File: config.mk
export PLATFORM = sky130hd
export DESIGN_NAME = pid_controller_clamp_antiwindup_flat
export DESIGN_NICKNAME = d
export VERILOG_FILES = /design/src/hdl/pidca_pkg.sv /design/src/hdl/pidca_if.sv /design/src/hdl/pidca_mul.sv /design/src/hdl/pid_controller_clamp_antiwindup.sv /design/src/flat_wrapper.sv
export VERILOG_INCLUDE_DIRS = /design/src /design/src/hdl
export SDC_FILE = /design/constraint.sdc
export NUM_CORES = 2
export LEC_CHECK = 0
export BUFFER_PORTS_ARGS = -buffer_cell sky130_fd_sc_hd__buf_4
export CAP_MARGIN = 15
export CORE_AREA = 2 2 279 281
export DETAILED_ROUTE_END_ITERATION = 16
export DIE_AREA = 0 0 281 283
export GPL_ROUTABILITY_DRIVEN = 0
export PLACE_DENSITY_LB_ADDON = 0.12
export SETUP_SLACK_MARGIN = 0.5
export SKIP_LAST_GASP = 1
export SYNTH_ARGS = -nofsm -noshare
export SYNTH_HDL_FRONTEND = slang
export SYNTH_SLANG_ARGS = --single-unit
File: constraint.sdc
create_clock -name clk_i -period 11.2 [get_ports clk_i]
set_input_delay 3.36 -clock clk_i [delete_from_list [all_inputs] [get_ports clk_i]]
set_output_delay 3.36 -clock clk_i [all_outputs]
set_load 0.05 [all_outputs]
File: src/hdl/pid_controller_clamp_antiwindup_assert.svh
// assertion macros for the pid controller block
`ifndef PID_CONTROLLER_CLAMP_ANTIWINDUP_ASSERT_SVH
`define PID_CONTROLLER_CLAMP_ANTIWINDUP_ASSERT_SVH

`ifndef SYNTH
// combinational implication checked at every clock edge
`define PIDCA_ASSERT_IMP(label, clk, rst_n, ante, cons) \
  label: assert property (@(posedge clk) disable iff (!rst_n) (ante) |-> (cons)) \
    else $error("pid controller check failed");
// implication whose consequent is checked in the next cycle
`define PIDCA_ASSERT_NEXT(label, clk, rst_n, ante, cons) \
  label: assert property (@(posedge clk) disable iff (!rst_n) (ante) |=> (cons)) \
    else $error("pid controller check failed");
`else
`define PIDCA_ASSERT_IMP(label, clk, rst_n, ante, cons)
`define PIDCA_ASSERT_NEXT(label, clk, rst_n, ante, cons)
`endif

`endif

File: src/hdl/pidca_pkg.sv
package pidca_pkg;

  localparam int FracBits    = 12;
  localparam int SampleWidth = 16;
  localparam int GainWidth   = 16;
  localparam int IntegWidth  = 48;
  localparam int ErrWidth    = SampleWidth + 1;
  localparam int DiffWidth   = ErrWidth + 1;
  localparam int MulBWidth   = GainWidth + ErrWidth;       // holds p
  localparam int ProdWidth   = GainWidth + MulBWidth;      // holds ki*p
  localparam int CandWidth   = IntegWidth + 1;
  localparam int SumWidth    = IntegWidth + 2;
  localparam int CfgIdxWidth = 3;

  typedef enum logic [CfgIdxWidth-1:0] {
    CFG_KP      = 3'd0,
    CFG_KI      = 3'd1,
    CFG_KD      = 3'd2,
    CFG_OUT_MAX = 3'd3,
    CFG_OUT_MIN = 3'd4,
    CFG_DER_EN  = 3'd5
  } cfg_idx_e;

  typedef enum logic [2:0] {
    ST_IDLE,
    ST_MUL_P,
    ST_MUL_I,
    ST_ADD_I,
    ST_SUM,
    ST_FIN
  } state_e;

endpackage

File: src/hdl/pidca_if.sv
interface pidca_req_if;
  logic                                      valid;
  logic                                      ready;
  logic                                      kind;
  logic signed [pidca_pkg::SampleWidth-1:0]  reference;
  logic signed [pidca_pkg::SampleWidth-1:0]  feedback;

  modport source (output valid, kind, reference, feedback, input ready);
  modport sink   (input valid, kind, reference, feedback, output ready);
endinterface

interface pidca_rsp_if;
  logic                                      valid;
  logic                                      ready;
  logic signed [pidca_pkg::SampleWidth-1:0]  drive;
  logic                                      saturated;

  modport source (output valid, drive, saturated, input ready);
  modport sink   (input valid, drive, saturated, output ready);
endinterface

interface pidca_cfg_if;
  logic                                      valid;
  logic                                      ready;
  logic [pidca_pkg::CfgIdxWidth-1:0]         index;
  logic [pidca_pkg::GainWidth-1:0]           data;

  modport source (output valid, index, data, input ready);
  modport sink   (input valid, index, data, output ready);
endinterface

File: src/hdl/pidca_mul.sv
module pidca_mul (
  input  logic                                    clk_i,
  input  logic                                    en_i,
  input  logic signed [pidca_pkg::GainWidth-1:0]  a_i,
  input  logic signed [pidca_pkg::MulBWidth-1:0]  b_i,
  output logic signed [pidca_pkg::ProdWidth-1:0]  prod_o
);

  logic signed [pidca_pkg::ProdWidth-1:0] prod_d;
  logic signed [pidca_pkg::ProdWidth-1:0] prod_q;

  // product always fits, so the extended multiply is exact
  assign prod_d = pidca_pkg::ProdWidth'(a_i) * pidca_pkg::ProdWidth'(b_i);

  always_ff @(posedge clk_i) begin
    if (en_i) begin
      prod_q <= prod_d;
    end
  end

  assign prod_o = prod_q;

endmodule

File: src/hdl/pid_controller_clamp_antiwindup.sv
// channel  role    fields                              transfer when
// req_i    sink    kind, reference, feedback           valid & ready
// rsp_o    source  drive, saturated                    valid & ready
// cfg_i    sink    index, data                         valid & ready (ready tied high)
//
// a control step runs from transfer to the next possible transfer as
// three passes through the one shared signed multiplier, one sum, one clamp
// a clear goes from idle straight to the clamp state; the result register frees the input while it waits
// rst_ni is asynchronous active low; gains and limits return to their defaults
// a stalled rsp_o holds the block in the clamp state until the result drains

`include "pid_controller_clamp_antiwindup_assert.svh"

module pid_controller_clamp_antiwindup (
  input  logic        clk_i,
  input  logic        rst_ni,
  pidca_req_if.sink   req_i,
  pidca_rsp_if.source rsp_o,
  pidca_cfg_if.sink   cfg_i
);

  // configuration registers
  logic signed [pidca_pkg::GainWidth-1:0]   kp_q, ki_q, kd_q;
  logic signed [pidca_pkg::SampleWidth-1:0] out_max_q, out_min_q;
  logic                                     der_en_q;

  // sequencer and datapath
  pidca_pkg::state_e                        state_q, state_d;
  logic                                     kind_q;
  logic signed [pidca_pkg::ErrWidth-1:0]    err_q;
  logic signed [pidca_pkg::MulBWidth-1:0]   p_q;
  logic signed [pidca_pkg::IntegWidth-1:0]  cand_q, cand_d;
  logic signed [pidca_pkg::SumWidth-1:0]    sum_q, sum_d;

  // controller state
  logic signed [pidca_pkg::IntegWidth-1:0]  integ_q;
  logic signed [pidca_pkg::ErrWidth-1:0]    prev_q;

  // result register
  logic                                     out_valid_q, out_valid_d;
  logic signed [pidca_pkg::SampleWidth-1:0] drive_q;
  logic                                     sat_q;

  // shared multiplier
  logic                                     mul_en;
  logic signed [pidca_pkg::GainWidth-1:0]   mul_a;
  logic signed [pidca_pkg::MulBWidth-1:0]   mul_b;
  logic signed [pidca_pkg::ProdWidth-1:0]   prod;

  logic                                     req_xfer, rsp_xfer, fin_go;
  logic signed [pidca_pkg::DiffWidth-1:0]   diff;
  logic signed [pidca_pkg::ProdWidth-1:0]   ki_shift;
  logic signed [pidca_pkg::CandWidth-1:0]   cand_full;
  logic signed [pidca_pkg::SumWidth-1:0]    hi_lim, lo_lim, drive_full;
  logic                                     above, below;

  assign req_xfer    = req_i.valid & req_i.ready;
  assign rsp_xfer    = rsp_o.valid & rsp_o.ready;
  assign req_i.ready = (state_q == pidca_pkg::ST_IDLE);
  assign cfg_i.ready = 1'b1;

  // configuration writes, out-of-range indexes are dropped
  always_ff @(posedge clk_i or negedge rst_ni) begin
    if (!rst_ni) begin
      kp_q      <= 16'sd4096;
      ki_q      <= '0;
      kd_q      <= '0;
      out_max_q <= 16'sh7fff;
      out_min_q <= 16'sh8000;
      der_en_q  <= 1'b1;
    end else if (cfg_i.valid) begin
      case (cfg_i.index)
        pidca_pkg::CFG_KP:      kp_q      <= cfg_i.data;
        pidca_pkg::CFG_KI:      ki_q      <= cfg_i.data;
        pidca_pkg::CFG_KD:      kd_q      <= cfg_i.data;
        pidca_pkg::CFG_OUT_MAX: out_max_q <= cfg_i.data;
        pidca_pkg::CFG_OUT_MIN: out_min_q <= cfg_i.data;
        pidca_pkg::CFG_DER_EN:  der_en_q  <= cfg_i.data[0];
        default: ;
      endcase
    end
  end

  // error change feeds the derivative multiply
  assign diff = pidca_pkg::DiffWidth'(err_q) - pidca_pkg::DiffWidth'(prev_q);

  // multiplier schedule: kp*err, then ki*p, then kd*diff
  always_comb begin
    mul_en = 1'b0;
    mul_a  = kp_q;
    mul_b  = pidca_pkg::MulBWidth'(err_q);
    case (state_q)
      pidca_pkg::ST_MUL_P: begin
        mul_en = 1'b1;
      end
      pidca_pkg::ST_MUL_I: begin
        mul_en = 1'b1;
        mul_a  = ki_q;
        mul_b  = prod[pidca_pkg::MulBWidth-1:0];
      end
      pidca_pkg::ST_ADD_I: begin
        mul_en = 1'b1;
        mul_a  = kd_q;
        mul_b  = pidca_pkg::MulBWidth'(diff);
      end
      default: ;
    endcase
  end

  pidca_mul u_mul (
    .clk_i  (clk_i),
    .en_i   (mul_en),
    .a_i    (mul_a),
    .b_i    (mul_b),
    .prod_o (prod)
  );

  // integrator candidate, floor of ki*p, saturated to the integrator range
  assign ki_shift  = prod >>> pidca_pkg::FracBits;
  assign cand_full = pidca_pkg::CandWidth'(integ_q) + pidca_pkg::CandWidth'(ki_shift);

  always_comb begin
    if (cand_full[pidca_pkg::CandWidth-1] != cand_full[pidca_pkg::CandWidth-2]) begin
      // overflow: pick the bound on the side of the true sign
      cand_d = {cand_full[pidca_pkg::CandWidth-1],
                {(pidca_pkg::IntegWidth-1){~cand_full[pidca_pkg::CandWidth-1]}}};
    end else begin
      cand_d = cand_full[pidca_pkg::IntegWidth-1:0];
    end
  end

  // full sum, derivative product only in pid mode
  assign sum_d = pidca_pkg::SumWidth'(p_q) + pidca_pkg::SumWidth'(cand_q)
               + (der_en_q ? pidca_pkg::SumWidth'(prod) : '0);

  // clamp limits scaled to the sum format, max checked first
  assign hi_lim     = pidca_pkg::SumWidth'(out_max_q) <<< pidca_pkg::FracBits;
  assign lo_lim     = pidca_pkg::SumWidth'(out_min_q) <<< pidca_pkg::FracBits;
  assign above      = (sum_q > hi_lim);
  assign below      = (sum_q < lo_lim);
  assign drive_full = sum_q >>> pidca_pkg::FracBits;

  // clamp state waits while the result register is full and rsp_o is not ready
  assign fin_go = (state_q == pidca_pkg::ST_FIN) & (~out_valid_q | rsp_o.ready);

  always_comb begin
    state_d     = state_q;
    out_valid_d = out_valid_q;
    if (rsp_xfer) begin
      out_valid_d = 1'b0;
    end
    case (state_q)
      pidca_pkg::ST_IDLE: begin
        if (req_xfer) begin
          state_d = req_i.kind ? pidca_pkg::ST_FIN : pidca_pkg::ST_MUL_P;
        end
      end
      pidca_pkg::ST_MUL_P: state_d = pidca_pkg::ST_MUL_I;
      pidca_pkg::ST_MUL_I: state_d = pidca_pkg::ST_ADD_I;
      pidca_pkg::ST_ADD_I: state_d = pidca_pkg::ST_SUM;
      pidca_pkg::ST_SUM:   state_d = pidca_pkg::ST_FIN;
      pidca_pkg::ST_FIN: begin
        if (fin_go) begin
          state_d     = pidca_pkg::ST_IDLE;
          out_valid_d = 1'b1;
        end
      end
      default: state_d = pidca_pkg::ST_IDLE;
    endcase
  end

  // control state
  always_ff @(posedge clk_i or negedge rst_ni) begin
    if (!rst_ni) begin
      state_q     <= pidca_pkg::ST_IDLE;
      out_valid_q <= 1'b0;
      integ_q     <= '0;
      prev_q      <= '0;
    end else begin
      state_q     <= state_d;
      out_valid_q <= out_valid_d;
      if (fin_go) begin
        if (kind_q) begin
          integ_q <= '0;
          prev_q  <= '0;
        end else begin
          // commit integrator only when the output is not clamped
          if (!above && !below) begin
            integ_q <= cand_q;
          end
          if (der_en_q) begin
            prev_q <= err_q;
          end
        end
      end
    end
  end

  // payload registers
  always_ff @(posedge clk_i) begin
    if (req_xfer) begin
      kind_q <= req_i.kind;
      err_q  <= pidca_pkg::ErrWidth'(req_i.reference) - pidca_pkg::ErrWidth'(req_i.feedback);
    end
    if (state_q == pidca_pkg::ST_MUL_I) begin
      p_q <= prod[pidca_pkg::MulBWidth-1:0];
    end
    if (state_q == pidca_pkg::ST_ADD_I) begin
      cand_q <= cand_d;
    end
    if (state_q == pidca_pkg::ST_SUM) begin
      sum_q <= sum_d;
    end
    if (fin_go) begin
      if (kind_q) begin
        drive_q <= '0;
        sat_q   <= 1'b0;
      end else if (above) begin
        drive_q <= out_max_q;
        sat_q   <= 1'b1;
      end else if (below) begin
        drive_q <= out_min_q;
        sat_q   <= 1'b1;
      end else begin
        drive_q <= drive_full[pidca_pkg::SampleWidth-1:0];
        sat_q   <= 1'b0;
      end
    end
  end

  assign rsp_o.valid     = out_valid_q;
  assign rsp_o.drive     = drive_q;
  assign rsp_o.saturated = sat_q;

  // an accepted item always leaves the idle state
  `PIDCA_ASSERT_NEXT(a_busy_after_xfer, clk_i, rst_ni, req_xfer,
                     state_q != pidca_pkg::ST_IDLE)
  // a new result only appears out of the clamp state
  `PIDCA_ASSERT_IMP(a_result_from_fin, clk_i, rst_ni, $rose(out_valid_q),
                    $past(state_q) == pidca_pkg::ST_FIN)
  // a saturated result carries one of the limits
  `PIDCA_ASSERT_IMP(a_sat_drive_is_limit, clk_i, rst_ni, rsp_o.valid && rsp_o.saturated,
                    rsp_o.drive == out_max_q || rsp_o.drive == out_min_q)

endmodule
File: src/flat_wrapper.sv
// flat-port wrapper written by rule: the top's interface ports become plain ports
module pid_controller_clamp_antiwindup_flat 
  (clk_i, rst_ni, req_i_valid, req_i_kind, req_i_reference, req_i_feedback, req_i_ready, rsp_o_valid, rsp_o_drive, rsp_o_saturated, rsp_o_ready, cfg_i_valid, cfg_i_index, cfg_i_data, cfg_i_ready);
  pidca_req_if req_i_i ();
  pidca_rsp_if rsp_o_i ();
  pidca_cfg_if cfg_i_i ();
  input  logic clk_i;
  input  logic rst_ni;
  input wire logic [$bits(req_i_i.valid)-1:0] req_i_valid;
  input wire logic [$bits(req_i_i.kind)-1:0] req_i_kind;
  input wire logic [$bits(req_i_i.reference)-1:0] req_i_reference;
  input wire logic [$bits(req_i_i.feedback)-1:0] req_i_feedback;
  output wire logic [$bits(req_i_i.ready)-1:0] req_i_ready;
  output wire logic [$bits(rsp_o_i.valid)-1:0] rsp_o_valid;
  output wire logic [$bits(rsp_o_i.drive)-1:0] rsp_o_drive;
  output wire logic [$bits(rsp_o_i.saturated)-1:0] rsp_o_saturated;
  input wire logic [$bits(rsp_o_i.ready)-1:0] rsp_o_ready;
  input wire logic [$bits(cfg_i_i.valid)-1:0] cfg_i_valid;
  input wire logic [$bits(cfg_i_i.index)-1:0] cfg_i_index;
  input wire logic [$bits(cfg_i_i.data)-1:0] cfg_i_data;
  output wire logic [$bits(cfg_i_i.ready)-1:0] cfg_i_ready;
  assign req_i_i.valid = req_i_valid;
  assign req_i_i.kind = req_i_kind;
  assign req_i_i.reference = req_i_reference;
  assign req_i_i.feedback = req_i_feedback;
  assign req_i_ready = req_i_i.ready;
  assign rsp_o_valid = rsp_o_i.valid;
  assign rsp_o_drive = rsp_o_i.drive;
  assign rsp_o_saturated = rsp_o_i.saturated;
  assign rsp_o_i.ready = rsp_o_ready;
  assign cfg_i_i.valid = cfg_i_valid;
  assign cfg_i_i.index = cfg_i_index;
  assign cfg_i_i.data = cfg_i_data;
  assign cfg_i_ready = cfg_i_i.ready;
  pid_controller_clamp_antiwindup u_core (.clk_i(clk_i), .rst_ni(rst_ni), .req_i(req_i_i), .rsp_o(rsp_o_i), .cfg_i(cfg_i_i));
endmodule
== Yosys cells after proc, flatten, opt, wreduce, memory -nomap -nowiden ==
Index checks and enable logic that the tools add are counted.
Storage, ports and cells
  bits in registers: 365
  latch bits: 0
  bits in writable memories: 0
  memory bits (read-only): 0
  input bits: 57
  word-level logic and storage cells: 82
  memories: 0
Operators by class
  add/sub/neg operators: 5
  $mul: 1
  div/mod/pow operators: 0
  $lt $le $gt $ge: 2
  equal/unequal tests: 13
  shifts and indexed selects: 0
  muxes and demuxes: 20
  bitwise logic cells: 6
  reductions and logical operators: 17
Operator list (count)
  $mux W48: 3
  $pmux W33 S2: 1
  $add A50 B50 Y50: 1
  $gt A50 B28 Y1: 1
  $lt A50 B28 Y1: 1
  $mux W50: 1
  $add A33 B48 Y49: 1
  $add A48 B37 Y49: 1
  $mul A16 B33 Y49: 1
  $mux W17: 2
  $mux W16: 2
  $pmux W16 S2: 1
  $pmux W3 S6: 1
  $reduce_and A2 Y1: 9
  $sub A17 B17 Y18: 1
  $sub A16 B16 Y17: 1
  $eq A3 B2 Y1 const B: 4
  $eq A3 B3 Y1 const B: 4
  $mux W3: 3
  $eq A3 B1 Y1 const B: 2
  $logic_not A3 Y1: 2
  $mux W1: 6
  $reduce_bool A2 Y1: 2
  $and A1 B1 Y1: 3
  8 further kinds: 10

== Longest topological paths before layout ==
  word-level depth: 5
  mapped depth: 37
  mapped depth without buffers: 35

== Cells and area by module ==
From an unflattened synthesis, not the netlist that was laid out.
Unflattened totals
  cell total of the unflattened synthesis: 4729
  area total of the unflattened synthesis: 43867.1 µm²
Modules (own cells, without submodules)
  pid_controller_clamp_antiwindup: instances 1, cells each 2611, area each 24166.9 µm², sequential area each 8760.9 µm²
  pidca_mul: instances 1, cells each 2118, area each 19700.1 µm², sequential area each 1471.4 µm²

== Worst setup path after synthesis ==
No wires, ideal clock.
  kind: register -> register
  start: reg u_core.prev_q[0] in the netlist's numbering
  end: reg u_core.u_mul.prod_q (netlist bit u_core.u_mul.prod_o[48]) (data pin)
  setup time: 0.258 ns
  arrival time: 8.016 ns
  required time: 10.942 ns
  setup slack: 2.926 ns
  stages on the path, launching flop included: 35
  path buffers: 2
  period minus slack after synthesis: 8.274 ns
  path through: dfrtp_1 -> ha_1 -> fa_1 -> nor2b_1 -> o21ai_1 -> a21boi_1 -> o21ai_2 -> a21boi_0 -> o21a_1 -> nor3_1 -> o311ai_0 -> o21a_1 -> clkbuf_1 -> nand2_1 -> fa_1 -> inv_1 -> fa_1 -> inv_1 -> fa_1 -> fa_1 -> fa_1 -> inv_1 -> fa_1 -> ha_1 -> clkbuf_1 -> nand2_1 -> or2_0 -> or3_1 -> o32ai_1 -> o21ai_1 -> o21ai_1 -> o21ai_1 -> o311ai_1 -> o21a_1 -> xnor2_1
On the way
  cells in the longest elaborated chain, start to end: 3
Ends and longest elaborated chain
  start: declaration: RTL line pid_controller_clamp_antiwindup.sv:37  | logic signed [pidca_pkg::ErrWidth-1:0] prev_q;
  start signal: assignment: RTL line pid_controller_clamp_antiwindup.sv:192  | prev_q <= err_q;
  $sub A17 B17 Y18: RTL line pid_controller_clamp_antiwindup.sv:85  | assign diff = pidca_pkg::DiffWidth'(err_q) - pidca_pkg::DiffWidth'(prev_q);
  $pmux W33 S2: RTL line pid_controller_clamp_antiwindup.sv:92  | case (state_q)
  $mul A16 B33 Y49: RTL line pidca_mul.sv:13  | assign prod_d = pidca_pkg::ProdWidth'(a_i) * pidca_pkg::ProdWidth'(b_i);
  named net u_core.u_mul.prod_d, one bit: RTL line pidca_mul.sv:9  | logic signed [pidca_pkg::ProdWidth-1:0] prod_d;
  end signal: assignment: RTL line pidca_mul.sv:17  | prod_q <= prod_d;
  end: declaration: RTL line pidca_mul.sv:10  | logic signed [pidca_pkg::ProdWidth-1:0] prod_q;
The timed path passes the listed nets, and every way through them passes these cells.
A chain may end at the register's enable or synchronous reset.

== Worst setup path in the final report ==
  start: reg u_core.prev_q[1] in the netlist's numbering
  end: reg u_core.u_mul.prod_q (netlist bit u_core.u_mul.prod_o[38]) (data pin)
The elaborated chain is that of the path after synthesis.

==> flow_metrics.env <==
export IMPL_outcome="completed"
export IMPL_drtIter0Drc=3094
export IMPL_hold_path_class="register to register"
export IMPL_fin_nets=5753
export IMPL_ys_warn_count=0
export IMPL_synthArstFlopShare=0.411
export IMPL_h_tree_depth=2
export IMPL_skew_ns=0.0453
export IMPL_cts_sinks=365
export IMPL_drt_total_wl_um=124000
export IMPL_cpMostUsedCell="fa_1"
export IMPL_avgRoutedWirePerCell_um=21.0
export IMPL_port_buffers=75
export IMPL_numCtsBuffers=45
export IMPL_ys_seq_elements=365
export IMPL_start_kind="register"
export IMPL_endpoint_kind="register"
export IMPL_core_mm2=0.0767
export IMPL_globalRoute_totalOverflow=0
export IMPL_cts_setup_buffers=0
export IMPL_fin_crit_sh=0.864
export IMPL_dieArea_mm2=0.0795
export IMPL_clkLatencyLatePin_ns=0.62
export IMPL_grt_pass1_vias=35100
export IMPL_crit_family="adder cells"
export IMPL_syn_num_nets=5776
export IMPL_worst_slew_pin_slew_ns=1.16
export IMPL_required_ns=11.54
export IMPL_synth_edf_count=215
export IMPL_antenna_found_initial=3
export IMPL_clk_pin_slew_ns=0.06
export IMPL_cts_root_buf="clkbuf_16"
export IMPL_core_rowCount=102
export IMPL_postRouteAntennaNets=0
export IMPL_cap_violations=0
export IMPL_drv_slew=0
export IMPL_grt_usage=0.314
export IMPL_grt_pass1_wl_um=196000
export IMPL_rsz0062_at_grt="false"
export IMPL_vias=35400
export IMPL_clock_path_buffers=3
export IMPL_dr_pass1_iters=5
export IMPL_synth_seq_area_share=0.229
export IMPL_path_class="register to register"
export IMPL_ios=77
export IMPL_maxSlewHeadroom=0.224
export IMPL_initial_utilization=0.583
export IMPL_finalSetupViolCount=0
export IMPL_slowest_stage="nor2_1"
export IMPL_cts_tree="built"
export IMPL_grt_max_degree=97
export IMPL_drive_gt1_frac=0.0782
export IMPL_cts_resized=0
export IMPL_setup_tns_ns=0
export IMPL_syn_to_final_growth_pct=7.01
export IMPL_cp_buffers_inverters=4
export IMPL_netlist_instances=4845
export IMPL_drc=0
export IMPL_fin_crit_ns=9.68
export IMPL_syn_area_per_cell_um2=9.23
export IMPL_synthFlopType="edfxtp_1"
export IMPL_ctsHoldBuffers=0
export IMPL_cp_slowest_stage_delay_ns=0.85
export IMPL_final_core_util=0.624
export IMPL_crit_arrival_ns=10.01
export IMPL_syn_area_mm2=0.0447
export IMPL_synth_cell_types=96
export IMPL_die_h_um=283
export IMPL_via_per_inst=6.01
export IMPL_cp_max_fo=14
export IMPL_dp_final_hpwl_um=97600
export IMPL_max_freq_mhz=103
export IMPL_die_w_um=281
export IMPL_hold_viol=0
final timing paths:
check,startpoint,to,slack [ns],cells after the start
worst max register to register,u_core.prev_q[1],u_core.u_mul.prod_o[38],1.52,32
worst min register to register,u_core.prev_q[12],u_core.prev_q[12],0.48,2
max in group asynchronous,rst_ni,u_core.ki_q[14],6.80,2
worst min-delay path,u_core.prev_q[12],u_core.prev_q[12],0.48,2
worst max-delay path,u_core.prev_q[1],u_core.u_mul.prod_o[38],1.52,32
min in group asynchronous,rst_ni,u_core.integ_q[40],2.80,1
sequential cells by signal, indices dropped and copies added (netlist names), 3 cells and up:
register,cells
u_core.kp_q,16
u_core.out_min_q,16
u_core.integ_q,48
u_core.p_q,33
u_core.out_max_q,16
u_core.cand_q,48
u_core.ki_q,16
u_core.state_q,3
u_core.err_q,17
u_core.kd_q,16
u_core.prev_q,17
u_core.sum_q,50
u_core.rsp_o.drive,16
u_core.u_mul.prod_o,49
per-stage QoR:
step | cells | hold WS, ns | setup slack [ns] | instance area, um2
2_1_floorplan | 4845 | 0.433 | 2.93 | 44700
3_5_place_dp | 5813 | 0.473 | 1.69 | 46200
6_report | 5901 | 0.479 | 1.52 | 47900
5_1_grt | 5899 | 0.511 | 0.829 | 47900
3_3_place_gp | 5813 | 0.465 | 1.80 | 46200
4_1_cts | 5897 | 0.485 | 1.63 | 47800
layout make-up:
class | count | area, um2
Multi-Input combinational cell | 3623 | 31300
Fill cell | 6500 | 28800
Sequential cell | 365 | 10200
Inverter | 656 | 2460
Tap cell | 1040 | 1300
Clock buffer | 61 | 1290
Timing Repair Buffer | 131 | 1000
Clock inverter | 23 | 328
Antenna cell | 2 | 5.00
worst min-delay path, cell delays in order (launching register included):
cell and delay (ns):
dfrtp_1 0.34, nand2_1 0.04, o21ai_0 0.06
cell usage in the layout, fill, tap and decap left out, drive strengths merged, types with 29 or more instances in the layout:
cell / instances
inv: 662
fa: 505
nand2: 480
nor2: 379
ha: 369
a21oi: 259
o21ai: 227
edfxtp: 215
a21o: 144
xnor2: 136
dfrtp: 132
buf: 131
and2: 97
nor2b: 87
nand3: 81
nor3: 72
mux2: 67
o211ai: 63
clkbuf: 61
o21a: 58
nand2b: 54
a211oi: 53
nand4b: 51
a22oi: 51
xor2: 48
nand4: 39
o21bai: 32
a31oi: 32
and3: 29
synthesized netlist by cell type (51+ instances only):
cell	count	area [um2]
clkbuf_1	152	571
a21o_1	144	1080
o211ai_1	61	458
nand4b_1	51	447
dfrtp_1	132	3300
nand3_1	81	405
nor3_1	71	355
o21ai_0	164	821
edfxtp_1	215	6460
fa_1	505	10100
a21oi_1	225	1130
nor2b_1	87	544
ha_1	369	4620
nand2_1	479	1800
nand2b_1	54	338
xnor2_1	135	1180
and2_1	97	607
nor2_1	378	1420
o21ai_1	60	300
mux2_2	66	743
o21a_1	58	435
inv_1	656	2460
logic make-up after synthesis:
group           share of synthesized area
simple gates                        0.152
compound gates                      0.158
fa+ha+maj                           0.330
buf+inv                            0.0738
flops                               0.229
xor+xnor                           0.0364
mux                                0.0221
other cells                     0.0000838
per-layer routing:
metal  up-vias  track usage  routed length (um)
li1      16300            -                   -
met1     17400        0.444               53000
met2      1433        0.483               55000
met3       288       0.0585               11000
met4         2        0.117                5040
met5         -            0                  23
Power is not shown: default switching activity piles up to over one toggle a cycle in this logic, so the estimate is an artifact.
